<file path="config.mk">
export PLATFORM = sky130hd
export DESIGN_NAME = modular_exponentiation_core_flat
export DESIGN_NICKNAME = d
export VERILOG_FILES = /design/src/sv/mxp_pkg.sv /design/src/sv/mxp_req_if.sv /design/src/sv/mxp_rsp_if.sv /design/src/sv/modular_exponentiation_core.sv /design/src/sv/mxp_regs.sv /design/src/sv/mxp_modred.sv /design/src/sv/mxp_modmul.sv /design/src/flat_wrapper.sv
export SDC_FILE = /design/constraint.sdc
export NUM_CORES = 1
export LEC_CHECK = 0
export BUFFER_PORTS_ARGS = -buffer_cell sky130_fd_sc_hd__buf_4
export CORE_MARGIN = 4
export CORE_UTILIZATION = 45
export DETAILED_ROUTE_END_ITERATION = 8
export SYNTH_ARGS = -nofsm -noshare
export SYNTH_HDL_FRONTEND = slang
export SYNTH_SLANG_ARGS = --single-unit
</file>
<file path="constraint.sdc">
create_clock -name i_clk -period 6.9 [get_ports i_clk]
set_input_delay 0.345 -clock i_clk [delete_from_list [all_inputs] [get_ports i_clk]]
set_output_delay 0.345 -clock i_clk [all_outputs]
set_load 0.02 [all_outputs]
</file>
<file path="src/sv/mxp_pkg.sv">
// ----------------------------------------------------------------------------
// Modular exponentiation package
// Shared widths, reset values, register indexes and state codes.
// ----------------------------------------------------------------------------
package mxp_pkg;

    // Field widths
    localparam int MSG_W        = 32;
    localparam int EXP_W        = 32;
    localparam int MOD_W        = 31;
    localparam int MUL_BITS_DEF = 32;

    // Configuration port
    localparam int APB_ADDR_W = 4;
    localparam int APB_DATA_W = 32;

    // Register reset values
    localparam logic [EXP_W-1:0] ENC_EXP_RST = EXP_W'(11);
    localparam logic [MOD_W-1:0] ENC_MOD_RST = MOD_W'(84823);
    localparam logic [EXP_W-1:0] DEC_EXP_RST = EXP_W'(27103);
    localparam logic [MOD_W-1:0] DEC_MOD_RST = MOD_W'(95477);

    // Register indexes (word address)
    typedef enum logic [1:0] {
        REG_ENC_EXP = 2'd0,
        REG_ENC_MOD = 2'd1,
        REG_DEC_EXP = 2'd2,
        REG_DEC_MOD = 2'd3
    } t_reg_idx;

    // Operation codes
    localparam logic OP_ENCRYPT = 1'b0;
    localparam logic OP_DECRYPT = 1'b1;

    // Key set handed from the register file to the core
    typedef struct packed {
        logic [EXP_W-1:0] enc_exp;
        logic [MOD_W-1:0] enc_mod;
        logic [EXP_W-1:0] dec_exp;
        logic [MOD_W-1:0] dec_mod;
    } t_keys;

    // Sequencer states
    typedef enum logic [2:0] {
        ST_IDLE,
        ST_RED_GO,
        ST_RED_RUN,
        ST_MUL_GO,
        ST_MUL_RUN,
        ST_FIN
    } t_state;

endpackage

</file>
<file path="src/sv/mxp_req_if.sv">
// ----------------------------------------------------------------------------
// Request channel
// Valid/ready channel carrying the operation and the message.
// ----------------------------------------------------------------------------
interface mxp_req_if;
    logic                     valid;
    logic                     ready;
    logic                     op;
    logic [mxp_pkg::MSG_W-1:0] message;

    modport source (output valid, output op, output message, input ready);
    modport sink   (input valid, input op, input message, output ready);
endinterface

</file>
<file path="src/sv/mxp_rsp_if.sv">
// ----------------------------------------------------------------------------
// Result channel
// Valid/ready channel carrying the exponentiation result.
// ----------------------------------------------------------------------------
interface mxp_rsp_if;
    logic                     valid;
    logic                     ready;
    logic [mxp_pkg::MOD_W-1:0] result;

    modport source (output valid, output result, input ready);
    modport sink   (input valid, input result, output ready);
endinterface

</file>
<file path="src/sv/modular_exponentiation_core.sv">
// ----------------------------------------------------------------------------
// Modular exponentiation core
// Raises the message to the selected key's exponent modulo its modulus by
// right-to-left square and multiply over two bit-serial multipliers.
// ----------------------------------------------------------------------------
// A zero exponent or a modulus below two goes straight to the result;
// otherwise the message is first reduced, then one multiply pass (the
// doubling/add loop of both multipliers) runs per exponent bit up to the
// highest set bit. One request is in flight at a time.
// Reset (synchronous, active low) loads the default keys and empties the core.
module modular_exponentiation_core #(
    parameter int MUL_BITS = mxp_pkg::MUL_BITS_DEF
) (
    input  logic                           i_clk,
    input  logic                           i_rst_n,
    mxp_req_if.sink                        i_req,
    mxp_rsp_if.source                      o_rsp,
    input  logic                           psel,
    input  logic                           penable,
    input  logic                           pwrite,
    input  logic [mxp_pkg::APB_ADDR_W-1:0] paddr,
    input  logic [mxp_pkg::APB_DATA_W-1:0] pwdata,
    output logic [mxp_pkg::APB_DATA_W-1:0] prdata,
    output logic                           pready
);

    mxp_pkg::t_keys keys;
    mxp_pkg::t_state r_state;
    mxp_pkg::t_state n_state;

    logic [mxp_pkg::EXP_W-1:0] sel_exp;
    logic [mxp_pkg::MOD_W-1:0] sel_mod;
    logic                      accept;
    logic                      trivial;
    logic                      req_ready;
    logic                      red_start;
    logic                      mul_start;
    logic                      fin_load;

    logic [mxp_pkg::EXP_W-1:0] r_exp;
    logic [mxp_pkg::MOD_W-1:0] r_mod;
    logic [mxp_pkg::MSG_W-1:0] r_msg;
    logic [mxp_pkg::MOD_W-1:0] r_acc;
    logic [mxp_pkg::MOD_W-1:0] r_run_a;
    logic [MUL_BITS-1:0]       r_run_b;
    logic                      r_out_valid;
    logic [mxp_pkg::MOD_W-1:0] r_out_result;

    logic                      red_done;
    logic [mxp_pkg::MOD_W-1:0] red_rem;
    logic                      acc_done;
    logic [mxp_pkg::MOD_W-1:0] acc_prod;
    logic                      sqr_done;
    logic [mxp_pkg::MOD_W-1:0] sqr_prod;

    // Key registers.
    mxp_regs u_regs (
        .i_clk     (i_clk),
        .i_rst_n   (i_rst_n),
        .i_psel    (psel),
        .i_penable (penable),
        .i_pwrite  (pwrite),
        .i_paddr   (paddr),
        .i_pwdata  (pwdata),
        .o_prdata  (prdata),
        .o_pready  (pready),
        .o_keys    (keys)
    );

    // Message reduction ahead of the first squaring.
    mxp_modred u_red (
        .i_clk   (i_clk),
        .i_rst_n (i_rst_n),
        .i_start (red_start),
        .i_value (r_msg),
        .i_mod   (r_mod),
        .o_done  (red_done),
        .o_rem   (red_rem)
    );

    // Accumulator times running power.
    mxp_modmul #(.MUL_BITS(MUL_BITS)) u_mul_acc (
        .i_clk   (i_clk),
        .i_rst_n (i_rst_n),
        .i_start (mul_start),
        .i_a     (r_acc),
        .i_b     (r_run_b),
        .i_mod   (r_mod),
        .o_done  (acc_done),
        .o_prod  (acc_prod)
    );

    // Running power squared.
    mxp_modmul #(.MUL_BITS(MUL_BITS)) u_mul_sqr (
        .i_clk   (i_clk),
        .i_rst_n (i_rst_n),
        .i_start (mul_start),
        .i_a     (r_run_a),
        .i_b     (r_run_b),
        .i_mod   (r_mod),
        .o_done  (sqr_done),
        .o_prod  (sqr_prod)
    );

    // Key selection by operation.
    assign sel_exp = (i_req.op == mxp_pkg::OP_DECRYPT) ? keys.dec_exp : keys.enc_exp;
    assign sel_mod = (i_req.op == mxp_pkg::OP_DECRYPT) ? keys.dec_mod : keys.enc_mod;
    assign trivial = (sel_exp == '0) || (sel_mod[mxp_pkg::MOD_W-1:1] == '0);
    assign accept  = i_req.valid & req_ready;

    // State register.
    always_ff @(posedge i_clk) begin
        if (!i_rst_n) begin
            r_state <= mxp_pkg::ST_IDLE;
        end else begin
            r_state <= n_state;
        end
    end

    // Next-state logic.
    always_comb begin
        n_state = r_state;
        unique case (r_state)
            mxp_pkg::ST_IDLE: begin
                if (i_req.valid) begin
                    n_state = trivial ? mxp_pkg::ST_FIN : mxp_pkg::ST_RED_GO;
                end
            end
            mxp_pkg::ST_RED_GO:  n_state = mxp_pkg::ST_RED_RUN;
            mxp_pkg::ST_RED_RUN: begin
                if (red_done) begin
                    n_state = mxp_pkg::ST_MUL_GO;
                end
            end
            mxp_pkg::ST_MUL_GO:  n_state = mxp_pkg::ST_MUL_RUN;
            mxp_pkg::ST_MUL_RUN: begin
                if (acc_done) begin
                    n_state = (r_exp[mxp_pkg::EXP_W-1:1] == '0) ? mxp_pkg::ST_FIN
                                                                 : mxp_pkg::ST_MUL_GO;
                end
            end
            mxp_pkg::ST_FIN: begin
                if (!r_out_valid || o_rsp.ready) begin
                    n_state = mxp_pkg::ST_IDLE;
                end
            end
            default: n_state = mxp_pkg::ST_IDLE;
        endcase
    end

    // State outputs.
    always_comb begin
        req_ready = 1'b0;
        red_start = 1'b0;
        mul_start = 1'b0;
        fin_load  = 1'b0;
        unique case (r_state)
            mxp_pkg::ST_IDLE:    req_ready = 1'b1;
            mxp_pkg::ST_RED_GO:  red_start = 1'b1;
            mxp_pkg::ST_MUL_GO:  mul_start = 1'b1;
            mxp_pkg::ST_FIN:     fin_load  = !r_out_valid || o_rsp.ready;
            default: ;
        endcase
    end

    // Exponentiation registers.
    always_ff @(posedge i_clk) begin
        if (accept) begin
            r_exp <= sel_exp;
            r_mod <= sel_mod;
            r_msg <= i_req.message;
            // A zero exponent gives one, even with a modulus below two; otherwise a modulus below two gives zero.
            r_acc <= (sel_exp == '0) ? mxp_pkg::MOD_W'(1) : '0;
        end else if (r_state == mxp_pkg::ST_RED_RUN && red_done) begin
            r_acc   <= mxp_pkg::MOD_W'(1);
            r_run_a <= red_rem;
            r_run_b <= r_msg[MUL_BITS-1:0];
        end else if (r_state == mxp_pkg::ST_MUL_RUN && acc_done) begin
            if (r_exp[0]) begin
                r_acc <= acc_prod;
            end
            r_run_a <= sqr_prod;
            r_run_b <= MUL_BITS'(sqr_prod);
            r_exp   <= r_exp >> 1;
        end
    end

    // Output register.
    always_ff @(posedge i_clk) begin
        if (!i_rst_n) begin
            r_out_valid <= 1'b0;
        end else if (fin_load) begin
            r_out_valid <= 1'b1;
        end else if (o_rsp.ready) begin
            r_out_valid <= 1'b0;
        end
    end

    always_ff @(posedge i_clk) begin
        if (fin_load) begin
            r_out_result <= r_acc;
        end
    end

    assign i_req.ready  = req_ready;
    assign o_rsp.valid  = r_out_valid;
    assign o_rsp.result = r_out_result;

    // Both multipliers start together and must finish together.
    a_mul_lockstep: assert property (@(posedge i_clk) disable iff (!i_rst_n)
        acc_done == sqr_done)
        else $error("multiplier done pulses out of step");

    // Multiplying only happens with exponent bits left to scan.
    a_mul_exp: assert property (@(posedge i_clk) disable iff (!i_rst_n)
        r_state == mxp_pkg::ST_MUL_RUN |-> r_exp != '0)
        else $error("multiply running with exhausted exponent");

    // The multiplicand operands are reduced below the modulus.
    a_mul_reduced: assert property (@(posedge i_clk) disable iff (!i_rst_n)
        r_state == mxp_pkg::ST_MUL_RUN |-> (r_acc < r_mod) && (r_run_a < r_mod))
        else $error("unreduced multiplicand");

    // The reduction unit reports only while it is awaited.
    a_red_done: assert property (@(posedge i_clk) disable iff (!i_rst_n)
        red_done |-> r_state == mxp_pkg::ST_RED_RUN)
        else $error("unexpected reduction done");

endmodule

</file>
<file path="src/sv/mxp_regs.sv">
// ----------------------------------------------------------------------------
// Key register file
// APB-style write/read access to the two exponent/modulus key pairs.
// ----------------------------------------------------------------------------
module mxp_regs (
    input  logic                           i_clk,
    input  logic                           i_rst_n,
    input  logic                           i_psel,
    input  logic                           i_penable,
    input  logic                           i_pwrite,
    input  logic [mxp_pkg::APB_ADDR_W-1:0] i_paddr,
    input  logic [mxp_pkg::APB_DATA_W-1:0] i_pwdata,
    output logic [mxp_pkg::APB_DATA_W-1:0] o_prdata,
    output logic                           o_pready,
    output mxp_pkg::t_keys                 o_keys
);

    logic              wr_en;
    mxp_pkg::t_reg_idx idx;
    mxp_pkg::t_keys    r_keys;

    assign o_pready = 1'b1;
    assign wr_en    = i_psel & i_penable & i_pwrite;
    assign idx      = mxp_pkg::t_reg_idx'(i_paddr[3:2]);

    // Register writes; the moduli keep only their low 31 bits.
    always_ff @(posedge i_clk) begin
        if (!i_rst_n) begin
            r_keys.enc_exp <= mxp_pkg::ENC_EXP_RST;
            r_keys.enc_mod <= mxp_pkg::ENC_MOD_RST;
            r_keys.dec_exp <= mxp_pkg::DEC_EXP_RST;
            r_keys.dec_mod <= mxp_pkg::DEC_MOD_RST;
        end else if (wr_en) begin
            unique case (idx)
                mxp_pkg::REG_ENC_EXP: r_keys.enc_exp <= i_pwdata[mxp_pkg::EXP_W-1:0];
                mxp_pkg::REG_ENC_MOD: r_keys.enc_mod <= i_pwdata[mxp_pkg::MOD_W-1:0];
                mxp_pkg::REG_DEC_EXP: r_keys.dec_exp <= i_pwdata[mxp_pkg::EXP_W-1:0];
                mxp_pkg::REG_DEC_MOD: r_keys.dec_mod <= i_pwdata[mxp_pkg::MOD_W-1:0];
                default: ;
            endcase
        end
    end

    // Read-back mux.
    always_comb begin
        unique case (idx)
            mxp_pkg::REG_ENC_EXP: o_prdata = mxp_pkg::APB_DATA_W'(r_keys.enc_exp);
            mxp_pkg::REG_ENC_MOD: o_prdata = mxp_pkg::APB_DATA_W'(r_keys.enc_mod);
            mxp_pkg::REG_DEC_EXP: o_prdata = mxp_pkg::APB_DATA_W'(r_keys.dec_exp);
            mxp_pkg::REG_DEC_MOD: o_prdata = mxp_pkg::APB_DATA_W'(r_keys.dec_mod);
            default:              o_prdata = '0;
        endcase
    end

    assign o_keys = r_keys;

endmodule

</file>
<file path="src/sv/mxp_modred.sv">
// ----------------------------------------------------------------------------
// Bit-serial modular reduction
// Reduces a 32-bit value modulo m, one bit per cycle, MSB first.
// ----------------------------------------------------------------------------
module mxp_modred (
    input  logic                      i_clk,
    input  logic                      i_rst_n,
    input  logic                      i_start,
    input  logic [mxp_pkg::MSG_W-1:0] i_value,
    input  logic [mxp_pkg::MOD_W-1:0] i_mod,
    output logic                      o_done,
    output logic [mxp_pkg::MOD_W-1:0] o_rem
);

    localparam int CW = $clog2(mxp_pkg::MSG_W);
    localparam logic [CW-1:0] LAST = CW'(mxp_pkg::MSG_W - 1);

    logic [mxp_pkg::MSG_W-1:0] r_val;
    logic [mxp_pkg::MOD_W-1:0] r_rem;
    logic [mxp_pkg::MOD_W-1:0] n_rem;
    logic [CW-1:0]             r_cnt;
    logic                      r_busy;
    logic                      r_done;
    logic [mxp_pkg::MOD_W:0]   shifted;
    logic [mxp_pkg::MOD_W:0]   diff;

    // Shift the next message bit in; one compare and subtract keeps it below m.
    assign shifted = {r_rem, r_val[mxp_pkg::MSG_W-1]};
    assign diff    = shifted - {1'b0, i_mod};
    assign n_rem   = (shifted >= {1'b0, i_mod}) ? diff[mxp_pkg::MOD_W-1:0]
                                                : shifted[mxp_pkg::MOD_W-1:0];

    // Control.
    always_ff @(posedge i_clk) begin
        if (!i_rst_n) begin
            r_busy <= 1'b0;
            r_done <= 1'b0;
            r_cnt  <= '0;
        end else begin
            r_done <= 1'b0;
            if (i_start) begin
                r_busy <= 1'b1;
                r_cnt  <= '0;
            end else if (r_busy) begin
                r_cnt <= r_cnt + 1'b1;
                if (r_cnt == LAST) begin
                    r_busy <= 1'b0;
                    r_done <= 1'b1;
                end
            end
        end
    end

    // Datapath.
    always_ff @(posedge i_clk) begin
        if (i_start) begin
            r_val <= i_value;
            r_rem <= '0;
        end else if (r_busy) begin
            r_val <= {r_val[mxp_pkg::MSG_W-2:0], 1'b0};
            r_rem <= n_rem;
        end
    end

    assign o_done = r_done;
    assign o_rem  = r_rem;

endmodule

</file>
<file path="src/sv/mxp_modmul.sv">
// ----------------------------------------------------------------------------
// Bit-serial modular multiplier
// Computes a * b mod m over the low MUL_BITS bits of b, MSB first, with a
// doubling phase and an add phase for each bit of b.
// ----------------------------------------------------------------------------
module mxp_modmul #(
    parameter int MUL_BITS = mxp_pkg::MUL_BITS_DEF
) (
    input  logic                      i_clk,
    input  logic                      i_rst_n,
    input  logic                      i_start,
    input  logic [mxp_pkg::MOD_W-1:0] i_a,
    input  logic [MUL_BITS-1:0]       i_b,
    input  logic [mxp_pkg::MOD_W-1:0] i_mod,
    output logic                      o_done,
    output logic [mxp_pkg::MOD_W-1:0] o_prod
);

    localparam int CW = $clog2(MUL_BITS);
    localparam logic [CW-1:0] LAST = CW'(MUL_BITS - 1);

    logic [mxp_pkg::MOD_W-1:0] r_a;
    logic [MUL_BITS-1:0]       r_b;
    logic [mxp_pkg::MOD_W-1:0] r_acc;
    logic [CW-1:0]             r_cnt;
    logic                      r_phase;
    logic                      r_busy;
    logic                      r_done;
    logic [mxp_pkg::MOD_W-1:0] addend;
    logic [mxp_pkg::MOD_W:0]   sum;
    logic [mxp_pkg::MOD_W:0]   diff;
    logic [mxp_pkg::MOD_W-1:0] n_acc;

    // Phase 0 doubles the accumulator, phase 1 adds a when the bit of b is set.
    always_comb begin
        if (r_phase) begin
            addend = r_b[MUL_BITS-1] ? r_a : '0;
        end else begin
            addend = r_acc;
        end
    end

    assign sum   = {1'b0, r_acc} + {1'b0, addend};
    assign diff  = sum - {1'b0, i_mod};
    assign n_acc = (sum >= {1'b0, i_mod}) ? diff[mxp_pkg::MOD_W-1:0]
                                          : sum[mxp_pkg::MOD_W-1:0];

    // Control.
    always_ff @(posedge i_clk) begin
        if (!i_rst_n) begin
            r_busy  <= 1'b0;
            r_done  <= 1'b0;
            r_phase <= 1'b0;
            r_cnt   <= '0;
        end else begin
            r_done <= 1'b0;
            if (i_start) begin
                r_busy  <= 1'b1;
                r_phase <= 1'b0;
                r_cnt   <= '0;
            end else if (r_busy) begin
                r_phase <= ~r_phase;
                if (r_phase) begin
                    r_cnt <= r_cnt + 1'b1;
                    if (r_cnt == LAST) begin
                        r_busy <= 1'b0;
                        r_done <= 1'b1;
                    end
                end
            end
        end
    end

    // Datapath.
    always_ff @(posedge i_clk) begin
        if (i_start) begin
            r_a   <= i_a;
            r_b   <= i_b;
            r_acc <= '0;
        end else if (r_busy) begin
            r_acc <= n_acc;
            if (r_phase) begin
                r_b <= {r_b[MUL_BITS-2:0], 1'b0};
            end
        end
    end

    assign o_done = r_done;
    assign o_prod = r_acc;

endmodule
</file>
<file path="src/flat_wrapper.sv">
// flat-port wrapper written by rule: the top's interface ports become plain ports
module modular_exponentiation_core_flat 
#(
    parameter int MUL_BITS = mxp_pkg::MUL_BITS_DEF
)
  (i_clk, i_rst_n, psel, penable, pwrite, paddr, pwdata, prdata, pready, i_req_valid, i_req_op, i_req_message, i_req_ready, o_rsp_valid, o_rsp_result, o_rsp_ready);
  mxp_req_if i_req_i ();
  mxp_rsp_if o_rsp_i ();
  input  logic i_clk;
  input  logic i_rst_n;
  input  logic psel;
  input  logic penable;
  input  logic pwrite;
  input  logic [mxp_pkg::APB_ADDR_W-1:0] paddr;
  input  logic [mxp_pkg::APB_DATA_W-1:0] pwdata;
  output logic [mxp_pkg::APB_DATA_W-1:0] prdata;
  output logic pready;
  input wire logic [$bits(i_req_i.valid)-1:0] i_req_valid;
  input wire logic [$bits(i_req_i.op)-1:0] i_req_op;
  input wire logic [$bits(i_req_i.message)-1:0] i_req_message;
  output wire logic [$bits(i_req_i.ready)-1:0] i_req_ready;
  output wire logic [$bits(o_rsp_i.valid)-1:0] o_rsp_valid;
  output wire logic [$bits(o_rsp_i.result)-1:0] o_rsp_result;
  input wire logic [$bits(o_rsp_i.ready)-1:0] o_rsp_ready;
  assign i_req_i.valid = i_req_valid;
  assign i_req_i.op = i_req_op;
  assign i_req_i.message = i_req_message;
  assign i_req_ready = i_req_i.ready;
  assign o_rsp_valid = o_rsp_i.valid;
  assign o_rsp_result = o_rsp_i.result;
  assign o_rsp_i.ready = o_rsp_ready;
  modular_exponentiation_core #(.MUL_BITS(MUL_BITS)) u_core (.i_clk(i_clk), .i_rst_n(i_rst_n), .i_req(i_req_i), .o_rsp(o_rsp_i), .psel(psel), .penable(penable), .pwrite(pwrite), .paddr(paddr), .pwdata(pwdata), .prdata(prdata), .pready(pready));
endmodule
</file>
==> results of run 1 <==
sequential cells by signal, summed over array words and instances, names as in the netlist, 31 cells and up:
register	cells
u_core.u_mul_acc.r_a	31
u_core.o_rsp.result	31
u_core.r_exp	32
u_core.r_msg	32
u_core.u_mul_sqr.r_b	32
u_core.u_red.r_val	32
u_core.r_mod	31
u_core.u_regs.o_keys	126
u_core.u_red.o_rem	31
u_core.u_mul_acc.r_b	32
u_core.u_mul_acc.o_prod	31
u_core.r_run_b	32
u_core.r_acc	31
u_core.u_mul_sqr.r_a	31
u_core.r_run_a	31
u_core.u_mul_sqr.o_prod	31
worst paths after layout:
kind	to	from	cells after the start
setup / recovery	u_core.u_mul_sqr.o_prod[3]	u_core.u_mul_sqr.r_phase	22
hold / removal	u_core.r_state[0]	o_rsp_ready	4
hold reg to reg	u_core.u_mul_sqr.r_a[14]	u_core.r_run_a[14]	0
setup reg to reg	u_core.u_mul_sqr.o_prod[3]	u_core.u_mul_sqr.r_phase	22
worst max-delay path: stages (launching register included):
cell and delay, ns:
dfxtp_1 0.32, and2_1 0.65, buf_4 0.35, nand2_1 0.07
o21ai_0 0.09, ha_1 0.31, and3_1 0.20, a221oi_1 0.31
nor2_1 0.07, a311o_1 0.46, a31oi_2 0.26, o21ai_1 0.20
a21boi_0 0.32, o211ai_1 0.20, ha_1 0.43, a21o_1 0.21
a2111oi_0 0.50, o211ai_1 0.23, a211oi_4 0.33, buf_12 0.25
and3b_1 0.20, a21oi_1 0.14, a21oi_1 0.08
layout make-up:
cell class                 count  area [µm²]  area share
clock inverter                33       361.6    0.009427
sequential                   623       16260      0.4239
clock buffer                  96        1889     0.04925
timing repair buffer         231        1919     0.05004
tap                          959        1200     0.03128
multi-input combinational   2637       16180      0.4217
inverter                     147       554.3     0.01445
metal layers:
layer  vias up  wire (µm)  track usage
met5         -          7            0
met4         2       2514      0.07098
met3       136       5380      0.03974
met2       649      42230       0.3707
met1     12560      42480       0.3203
li1      13000          -            -
cells in the final DEF, fill, tap and decap left out, drive strengths merged, types with 47 or more instances in the layout:
| cell type | count |
|---|---|
| a21o | 57 |
| clkbuf | 96 |
| nor2 | 197 |
| dlygate4sd3 | 64 |
| nand2 | 835 |
| dfxtp | 245 |
| nand3 | 65 |
| xnor2 | 91 |
| edfxtp | 378 |
| ha | 161 |
| inv | 150 |
| buf | 167 |
| o21ai | 224 |
| a21boi | 100 |
| xor2 | 47 |
| a21oi | 263 |
| nor3 | 65 |
| mux2i | 68 |
where the power goes:
| group | total (W) | switching (W) | internal, W |
|---|---|---|---|
| Sequential | 0.00506 | 0.000421 | 0.00464 |
| Combinational | 0.0140 | 0.00827 | 0.00575 |
| Clock | 0.00372 | 0.00159 | 0.00213 |
per-stage QoR:
step / worst slack, ns / std cells
after floorplan: 1.266 / 3587
after global placement: 0.6870 / 4533
after detailed placement: 0.5968 / 4533
after CTS: 0.5762 / 4726
after global routing: 0.08810 / 4726
final: 0.5316 / 4726
kinds of logic (layout without fill, tap and decap cells):
logic type	after synthesis	count (layout)	share of synthesized area
simple gates	1357	1357	0.1718
compound gates	843	843	0.1563
flops	623	623	0.4834
buf+inv	327	507	0.03754
fa+ha+maj	166	166	0.06288
xor+xnor	138	138	0.03594
mux	132	132	0.05205
other cells	1	1	0.0001115
timing repair:
action                                 CTS  global route
setup endpoints to repair                0             6
endpoints found under the hold margin  150             0
gates resized for setup                  0             1
hold buffers                            64             0
==> flow_metrics.tcl, run 1 <==
set metrics [dict create \
    post-route-period-util 0.9230 \
    overflow 0 \
    dp_hpwl_mm 62.43 \
    ir_drop_uv 436.9 \
    skew_ns 0.02598 \
    grtUsageTotal 0.2303 \
    die_h_um 281.4 \
    fmax_mhz 157.0 \
    avgRoutedWirePerCell_um 19.60 \
    finalSetupViolCount 0 \
    vias_per_cell 5.574 \
    layout.nets 3952 \
    fillers 6669 \
    antenna_found_initial 2 \
    cts.sinks 623 \
    numPortBuffers 138 \
    drtAntennaViolNets 0 \
    total_power_w 0.02280 \
    final_area_um2 38360 \
    synthFlopType "edfxtp_1" \
    crit_fanout 47 \
    syn2layout_area_growth_pct 14.07 \
    cts_setup_buffers 0 \
    synth_nets 3829 \
    power.density_nw_per_um2 594.4 \
    dieArea_um2 79170 \
    initial_core_util 0.4578 \
    core_area_um2 73450 \
    grt_max_degree 157 \
    startpoint_type "flop" \
    arrival_ns 6.85 \
    synthesis.area_um2 33630 \
    grt_pass1_vias 25230 \
    ys_seq_area_frac 0.4834 \
    status "finished clean" \
    synth-edff-count 378 \
    drt-total-wl_mm 92.62 \
    num_io_pins 142 \
    cts_root_buf "clkbuf_16" \
    worstSetupEndpointType "flop" \
    grt_setup_unrepaired "no" \
    p_leak_nw 15.40 \
    place.gp.congestion 0.9033 \
    netlist_top_cells_area "edfxtp_1 34%, dfxtp_1 15%, nand2_1 9.3%" \
    num_vias 26340 \
    cp.required_ns 7.38 \
    whs_ns 0.07791 \
    hold_viol_final 0 \
    yosysTopAreaCellShare 0.3375 \
    clockBufferDepth 3 \
    final_util 0.5222 \
    cts_buffers 70 \
    grt_pass1_wl_mm 144.3 \
    clk_pin_slew_ns 0.06 \
    drtIter0Drc 1996 \
    avgSynthCellArea_um2 9.375 \
    h-tree-depth 3 \
    placement_rows 99 \
    tns_ns 0 \
    min_period_ns 6.368 \
    drive_above_1_share 0.09875 \
    synth_most_common_cell "nand2_1" \
    maxCapViolations 0 \
    dpl_cell_area_um2 35470 \
    die_w_um 281.4 \
    antenna_cells 0 \
    crit_type "reg2reg" \
    synth_cell_types 80 \
    clock_latency_ns 0.63 \
    ys_ff_latch 623 \
    cts_tree "built" \
    tightestPinTransition_ns 1.177 \
    synth_cells 3587 \
    drv_slew 0 \
    r2r_slack_ns 0.53 \
    ys_warn_count 0 \
    min_path_type "in2reg" \
    drc_errors 0 \
    yosys-top-cells-count "835 x nand2_1, 378 x edfxtp_1, 263 x a21oi_1, 245 x dfxtp_1, 222 x o21ai_0" \
    yosysTopAreaCell "edfxtp_1" \
    first_pass_iters 6 \
    async_reset_ff_frac 0 \
    relSlewSlack 0.2153 \
]
(Power assumes the default switching activity.)
==> run 2: changes to the inputs <==
--- a/config.mk
+++ b/config.mk
@@ -5,6 +5,7 @@
 export SDC_FILE = /design/constraint.sdc
 export NUM_CORES = 1
 export LEC_CHECK = 0
+export ABC_CLOCK_PERIOD_IN_PS = 6900
 export BUFFER_PORTS_ARGS = -buffer_cell sky130_fd_sc_hd__buf_4
 export CORE_MARGIN = 4
 export CORE_UTILIZATION = 45
@@ -12,3 +13,4 @@
 export SYNTH_ARGS = -nofsm -noshare
 export SYNTH_HDL_FRONTEND = slang
 export SYNTH_SLANG_ARGS = --single-unit
+export TNS_END_PERCENT = 100
==> constraint.sdc (replaced) <==
create_clock -name i_clk -period 6.9 [get_ports i_clk]
set_input_delay 1.38 -clock i_clk [delete_from_list [all_inputs] [get_ports i_clk]]
set_output_delay 1.38 -clock i_clk [all_outputs]
set_load 0.02 [all_outputs]
==> run 2 against run 1 <==
  * Via count down 1.8%
  * Fmax up 1.2%
  * Cell area shrank 1.6%
  * Worst hold slack improved by 0.33 ns
  * First-iteration DRC count grew 0.50%
  * Setup slack gained 0.077 ns
  * Flip-flop and latch count unchanged
  * Core utilization decreased by 0.83 points
  * Global-route usage is 0.14 points lower
  * Critical endpoint is now u_core.u_mul_sqr.o_prod[27]
==> flow_metrics.tcl, run 2 (synthesized netlist as in run 1, its figures left out) <==
set metrics [dict create \
    path_delay_family "compound AO/OA/AOI/OAI gates" \
    dieArea_um2 79170 \
    tns_ns 0 \
    cts_root_buf "clkbuf_16" \
    final_cell_mix "833 x nand2_1, 378 x edfxtp_1, 262 x a21oi_1" \
    clockBufferDepth 3 \
    numPortBuffers 138 \
    crit_type "reg2reg" \
    cts.repair.resized 0 \
    min_period_ns 6.292 \
    place.gp.congestion 0.8965 \
    cpMostUsedCell "a21oi_1" \
    drtIter0Drc 2006 \
    antenna_found_initial 1 \
    largest_reg_flops 126 \
    layout.nets 3889 \
    overflow 0 \
    max_stage_delay_ns 0.77 \
    worstSetupEndpointType "flop" \
    layout.cells.non_filler 4662 \
    placement_rows 99 \
    clk_pin_slew_ns 0.06 \
    grt_pass1_vias 25110 \
    grt_max_degree 96 \
    crit_fanout 9 \
    whs_ns 0.4111 \
    die_w_um 281.4 \
    slowest_stage "a2111oi_0" \
    cp.required_ns 7.35 \
    initial_core_util 0.4578 \
    hold_buffers 0 \
    drt-total-wl_mm 91.47 \
    post-route-period-util 0.9118 \
    syn2layout_area_growth_pct 12.24 \
    drtAntennaViolNets 0 \
    cts.sinks 623 \
    grt_pass1_wl_mm 142.8 \
    vias_per_cell 5.546 \
    finalSetupViolCount 0 \
    arrival_ns 6.75 \
    h-tree-depth 3 \
    grt_setup_unrepaired "no" \
    hold_viol_final 0 \
    clock_latency_ns 0.62 \
    relSlewSlack 0.2605 \
    avgRoutedWirePerCell_um 19.62 \
    first_pass_iters 5 \
    critical_path.cell_chain "and2_1, nand2_1, o21ai_0, ha_1, inv_1, fa_1, nand2b_1, a21oi_1, o41a_1, a311oi_1, a21oi_1, a21oi_1, o21a_1, xnor2_1, ha_1, nand4_1, or3_1, a2111oi_0, a211oi_4, buf_4, a311oi_1, nor3_1" \
    mostFrequentLayoutCell "nand2_1" \
    die_h_um 281.4 \
    maxCapViolations 0 \
    dp.cells 4535 \
    drc_errors 0 \
    skew_ns 0.02255 \
    status "finished clean" \
    startpoint_type "flop" \
    core_area_um2 73450 \
    drive_above_1_share 0.1005 \
    cts_buffers 69 \
    cts_setup_buffers 0 \
    cts_tree "built" \
    tightestPinTransition_ns 1.109 \
    cp_num_buf_inv 2 \
    antenna_cells 0 \
    num_io_pins 142 \
    fmax_mhz 158.9 \
    num_vias 25860 \
    drv_slew 0 \
    dp_hpwl_mm 62.56 \
    grtUsageTotal 0.2290 \
    min_path_type "reg2reg" \
]
[run 2: changes by cell type in the layout (fill, tap and decap cells not counted), sizes merged]
cell / previous run / this run
clkinv: 23 / 22
clkinvlp: 2 / 1
buf: 167 / 169
dlygate4sd3: 64 / 0
[run 2: layout make-up]
cell class	count	area [µm²]
clock buffers	96	1931
inverters	147	554.3
repair buffers	169	1281
well taps	959	1200
fillers	6754	35710
clock inverters	31	346.6
multi-input cells	2637	16170
flip-flops and latches	623	16260
[run 2: path summary, 6_finish.rpt]
check	from	end	slack, ns	cells past startpoint
setup / recovery	u_core.u_mul_sqr.r_b[31]	u_core.u_mul_sqr.o_prod[27]	0.61	22
hold / removal	u_core.r_run_a[9]	u_core.u_mul_sqr.r_a[9]	0.41	0
setup reg to reg	u_core.u_mul_sqr.r_b[31]	u_core.u_mul_sqr.o_prod[27]	0.61	22
hold reg to reg	u_core.r_run_a[9]	u_core.u_mul_sqr.r_a[9]	0.41	0
[run 2: worst register-to-register path, delay by kind of cell (launching register included)]
family / cells / cell delay, ns
buffers and inverters: 2 / 0.29
AND/OR/NAND/NOR: 6 / 1.39
AO/OA/AOI/OAI: 10 / 3.13
XOR/XNOR: 1 / 0.09
flip-flops: 1 / 0.35
adder cells (fa/ha/maj): 3 / 0.87
[run 2: through the flow]
step           cell area (µm²)  setup WS, ns  utilization
6_report                 37750        0.6084       0.5139
5_1_grt                  37750        0.1994       0.5139
4_1_cts                  37750        0.5772       0.5139
3_5_place_dp             35470        0.6403       0.4829
3_3_place_gp             35470        0.6819       0.4829
2_1_floorplan            33630         1.266            -
[run 2: per-layer routing]
layer | GRT usage | up-vias | routed length (µm)
met5 | 0 | - | 0
met4 | 0.07266 | 0 | 2553
met3 | 0.03809 | 122 | 4766
met2 | 0.3692 | 569 | 41650
met1 | 0.3178 | 12300 | 42500
li1 | - | 12870 | -
Power of run 2 is not shown: default switching activity piles up to over one toggle a cycle in this logic, so the estimate is an artifact.
==> run 3: changes to the inputs <==
--- a/config.mk
+++ b/config.mk
@@ -5,6 +5,7 @@
 export SDC_FILE = /design/constraint.sdc
 export NUM_CORES = 1
 export LEC_CHECK = 0
+export ABC_AREA = 1
 export ABC_CLOCK_PERIOD_IN_PS = 6900
 export BUFFER_PORTS_ARGS = -buffer_cell sky130_fd_sc_hd__buf_4
 export CORE_MARGIN = 4
==> run 3 against run 2 <==
  * Setup slack improved by 0.88 ns
  * Register-to-register slack improved by 0.88 ns
  * First-iteration DRC count rose by 33%
==> flow_metrics.tcl, run 3 <==
set metrics [dict create \
    vias_per_cell 5.331 \
    min_path_type "reg2reg" \
    grtUsageTotal 0.2583 \
    hold_depth 0 \
    tightestPinTransition_ns 1.117 \
    hold_buffers 0 \
    startpoint "u_core.u_mul_sqr.r_phase" \
    route.met3.wl_mm 7.049 \
    clock_latency_ns 0.63 \
    grt_setup_unrepaired "no" \
    overflow 0 \
    layout.nets 4939 \
    synthesis.area_um2 35470 \
    ys_seq_area_frac 0.4583 \
    crit_type "reg2reg" \
    core_area_um2 77850 \
    ys_ff_latch 623 \
    cpMostUsedCell "nand2_1" \
    tns_ns 0 \
    initial_core_util 0.4556 \
    crit_fanout 32 \
    drc_errors 0 \
    p_leak_nw 17.57 \
    cts.repair.resized 0 \
    grt_max_degree 147 \
    wl_met1_mm 50.06 \
    final_cell_mix "1361 x nand2_1, 515 x inv_1, 430 x nor2_1" \
    cts.sinks 623 \
    drtAntennaViolNets 0 \
    place.gp.congestion 0.9509 \
    cts_tree "built" \
    post-route-period-util 0.7848 \
    power.density_nw_per_um2 469.6 \
    total_power_w 0.01865 \
    worstSetupEndpointType "flop" \
    wl_met2_mm 49.13 \
    clk_pin_slew_ns 0.06 \
    synth-edff-count 378 \
    max_stage_delay_ns 0.61 \
    die_w_um 288.8 \
    avgSynthCellArea_um2 7.701 \
    drive_above_1_share 0.06773 \
    r2r-start "u_core.u_mul_sqr.r_phase" \
    r2r_slack_ns 1.48 \
    reg2reg_depth 28 \
    num_io_pins 142 \
    arrival_ns 5.92 \
    netlist_top_cells_area "edfxtp_1 32%, nand2_1 14%, dfxtp_1 14%" \
    drv_slew 0 \
    clockBufferDepth 3 \
    top_layer "met4" \
    async_reset_ff_frac 0 \
    synth_cells 4606 \
    grt_pass1_vias 28890 \
    dieArea_um2 83380 \
    cts_root_buf "clkbuf_16" \
    hold_viol_final 0 \
    min_period_ns 5.415 \
    drt-total-wl_mm 109.7 \
    status "finished clean" \
    numPortBuffers 138 \
    fmax_mhz 184.7 \
    h-tree-depth 3 \
    num_vias 30900 \
    die_h_um 288.8 \
    yosys-top-cells-count "1363 x nand2_1, 516 x inv_1, 434 x nor2_1, 388 x o21ai_0, 378 x edfxtp_1" \
    mostFrequentLayoutCell "nand2_1" \
    synth_nets 4848 \
    synthFlopType "edfxtp_1" \
    maxCapViolations 0 \
    skew_ns 0.06267 \
    yosysTopAreaCell "edfxtp_1" \
    syn2layout_area_growth_pct 11.96 \
    drtIter0Drc 2666 \
    relSlewSlack 0.2555 \
    avgRoutedWirePerCell_um 18.93 \
    antenna_found_initial 3 \
    slowest_stage "inv_1" \
    ir_drop_uv 370.0 \
    synth_cell_types 48 \
    placement_rows 102 \
    dp_hpwl_mm 78.40 \
    hp-start "u_core.r_run_a[18]" \
    first_pass_iters 5 \
    startpoint_type "flop" \
    ys_warn_count 0 \
    synth_most_common_cell "nand2_1" \
    cp.required_ns 7.41 \
    cts_setup_buffers 0 \
    cts_buffers 71 \
    finalSetupViolCount 0 \
    largest_reg_flops 126 \
    yosysTopAreaCellShare 0.3200 \
    grt_pass1_wl_mm 166.9 \
]
==> run 3: cell count changes in the layout (fill, tap and decap cells not counted), moves of 62 or more <==
cell,change
nand2_1,+528
inv_1,+369
nor2_1,+236
nand3_1,+188
o21ai_0,+166
a21boi_0,-96
mux2i_1,-63
xnor2_1,-62
==> run 3: cell type report <==
type | count | area (µm²)
multi-input combinational | 3295 | 16560
clock buffer | 105 | 1997
antenna | 2 | 5.005
timing repair buffer | 175 | 1326
inverter | 531 | 1993
tap | 1040 | 1301
sequential | 623 | 16260
clock inverter | 25 | 274.0
fill | 7740 | 38130
==> run 3: layer usage <==
metal | GRT usage | up-vias
li1 | - | 15440
met1 | 0.3650 | 14380
met2 | 0.4086 | 910
met3 | 0.04009 | 174
met4 | 0.08176 | 0
met5 | 0 | -
==> run 3: power breakdown <==
group          switching (W)  internal [W]  total, W  leakage [nW]
clock                0.00157       0.00214   0.00371          1.09
combinational        0.00674       0.00342    0.0102          11.0
sequential          0.000328       0.00446   0.00479          5.52
==> run 3: stage by stage <==
step | setup slack [ns] | cells | hold WS [ns] | utilization | area [µm²]
after floorplan | 2.833 | 4606 | 0.4003 | - | 35470
after global placement | 1.594 | 5664 | 0.4004 | 0.4809 | 37440
after detailed placement | 1.626 | 5664 | 0.4045 | 0.4809 | 37440
after CTS | 1.574 | 5794 | 0.4037 | 0.5101 | 39710
after global routing | 1.084 | 5794 | 0.4111 | 0.5101 | 39710
final | 1.485 | 5796 | 0.4131 | 0.5102 | 39720
==> run 3: path summary, 6_finish.rpt <==
path,to
worst max-delay path,u_core.u_mul_sqr.o_prod[30]
worst min-delay path,u_core.u_mul_sqr.r_a[18]
worst max register to register,u_core.u_mul_sqr.o_prod[30]
worst min register to register,u_core.u_mul_sqr.r_a[18]
==> run 3: kinds of logic after synthesis <==
kind of cell	after synthesis	synth area share
other	1	0.0001057
muxes	5	0.001411
and+or+nand+nor	2206	0.2532
adders and majority gates	166	0.05961
xor gates and xnor gates	91	0.02247
buffers and inverters	688	0.07591
AOI/OAI and AO/OA	826	0.1290
DFF	623	0.4583
==> run 3: worst max-delay path: cells and delay by family (launching register included) <==
| kind | cells | cell delay [ns] |
|---|---|---|
| AO/OA/AOI/OAI | 3 | 0.62 |
| adder cells (fa/ha/maj) | 3 | 0.87 |
| buffers and inverters | 5 | 1.11 |
| flip-flops | 1 | 0.40 |
| AND/OR/NAND/NOR | 17 | 2.30 |
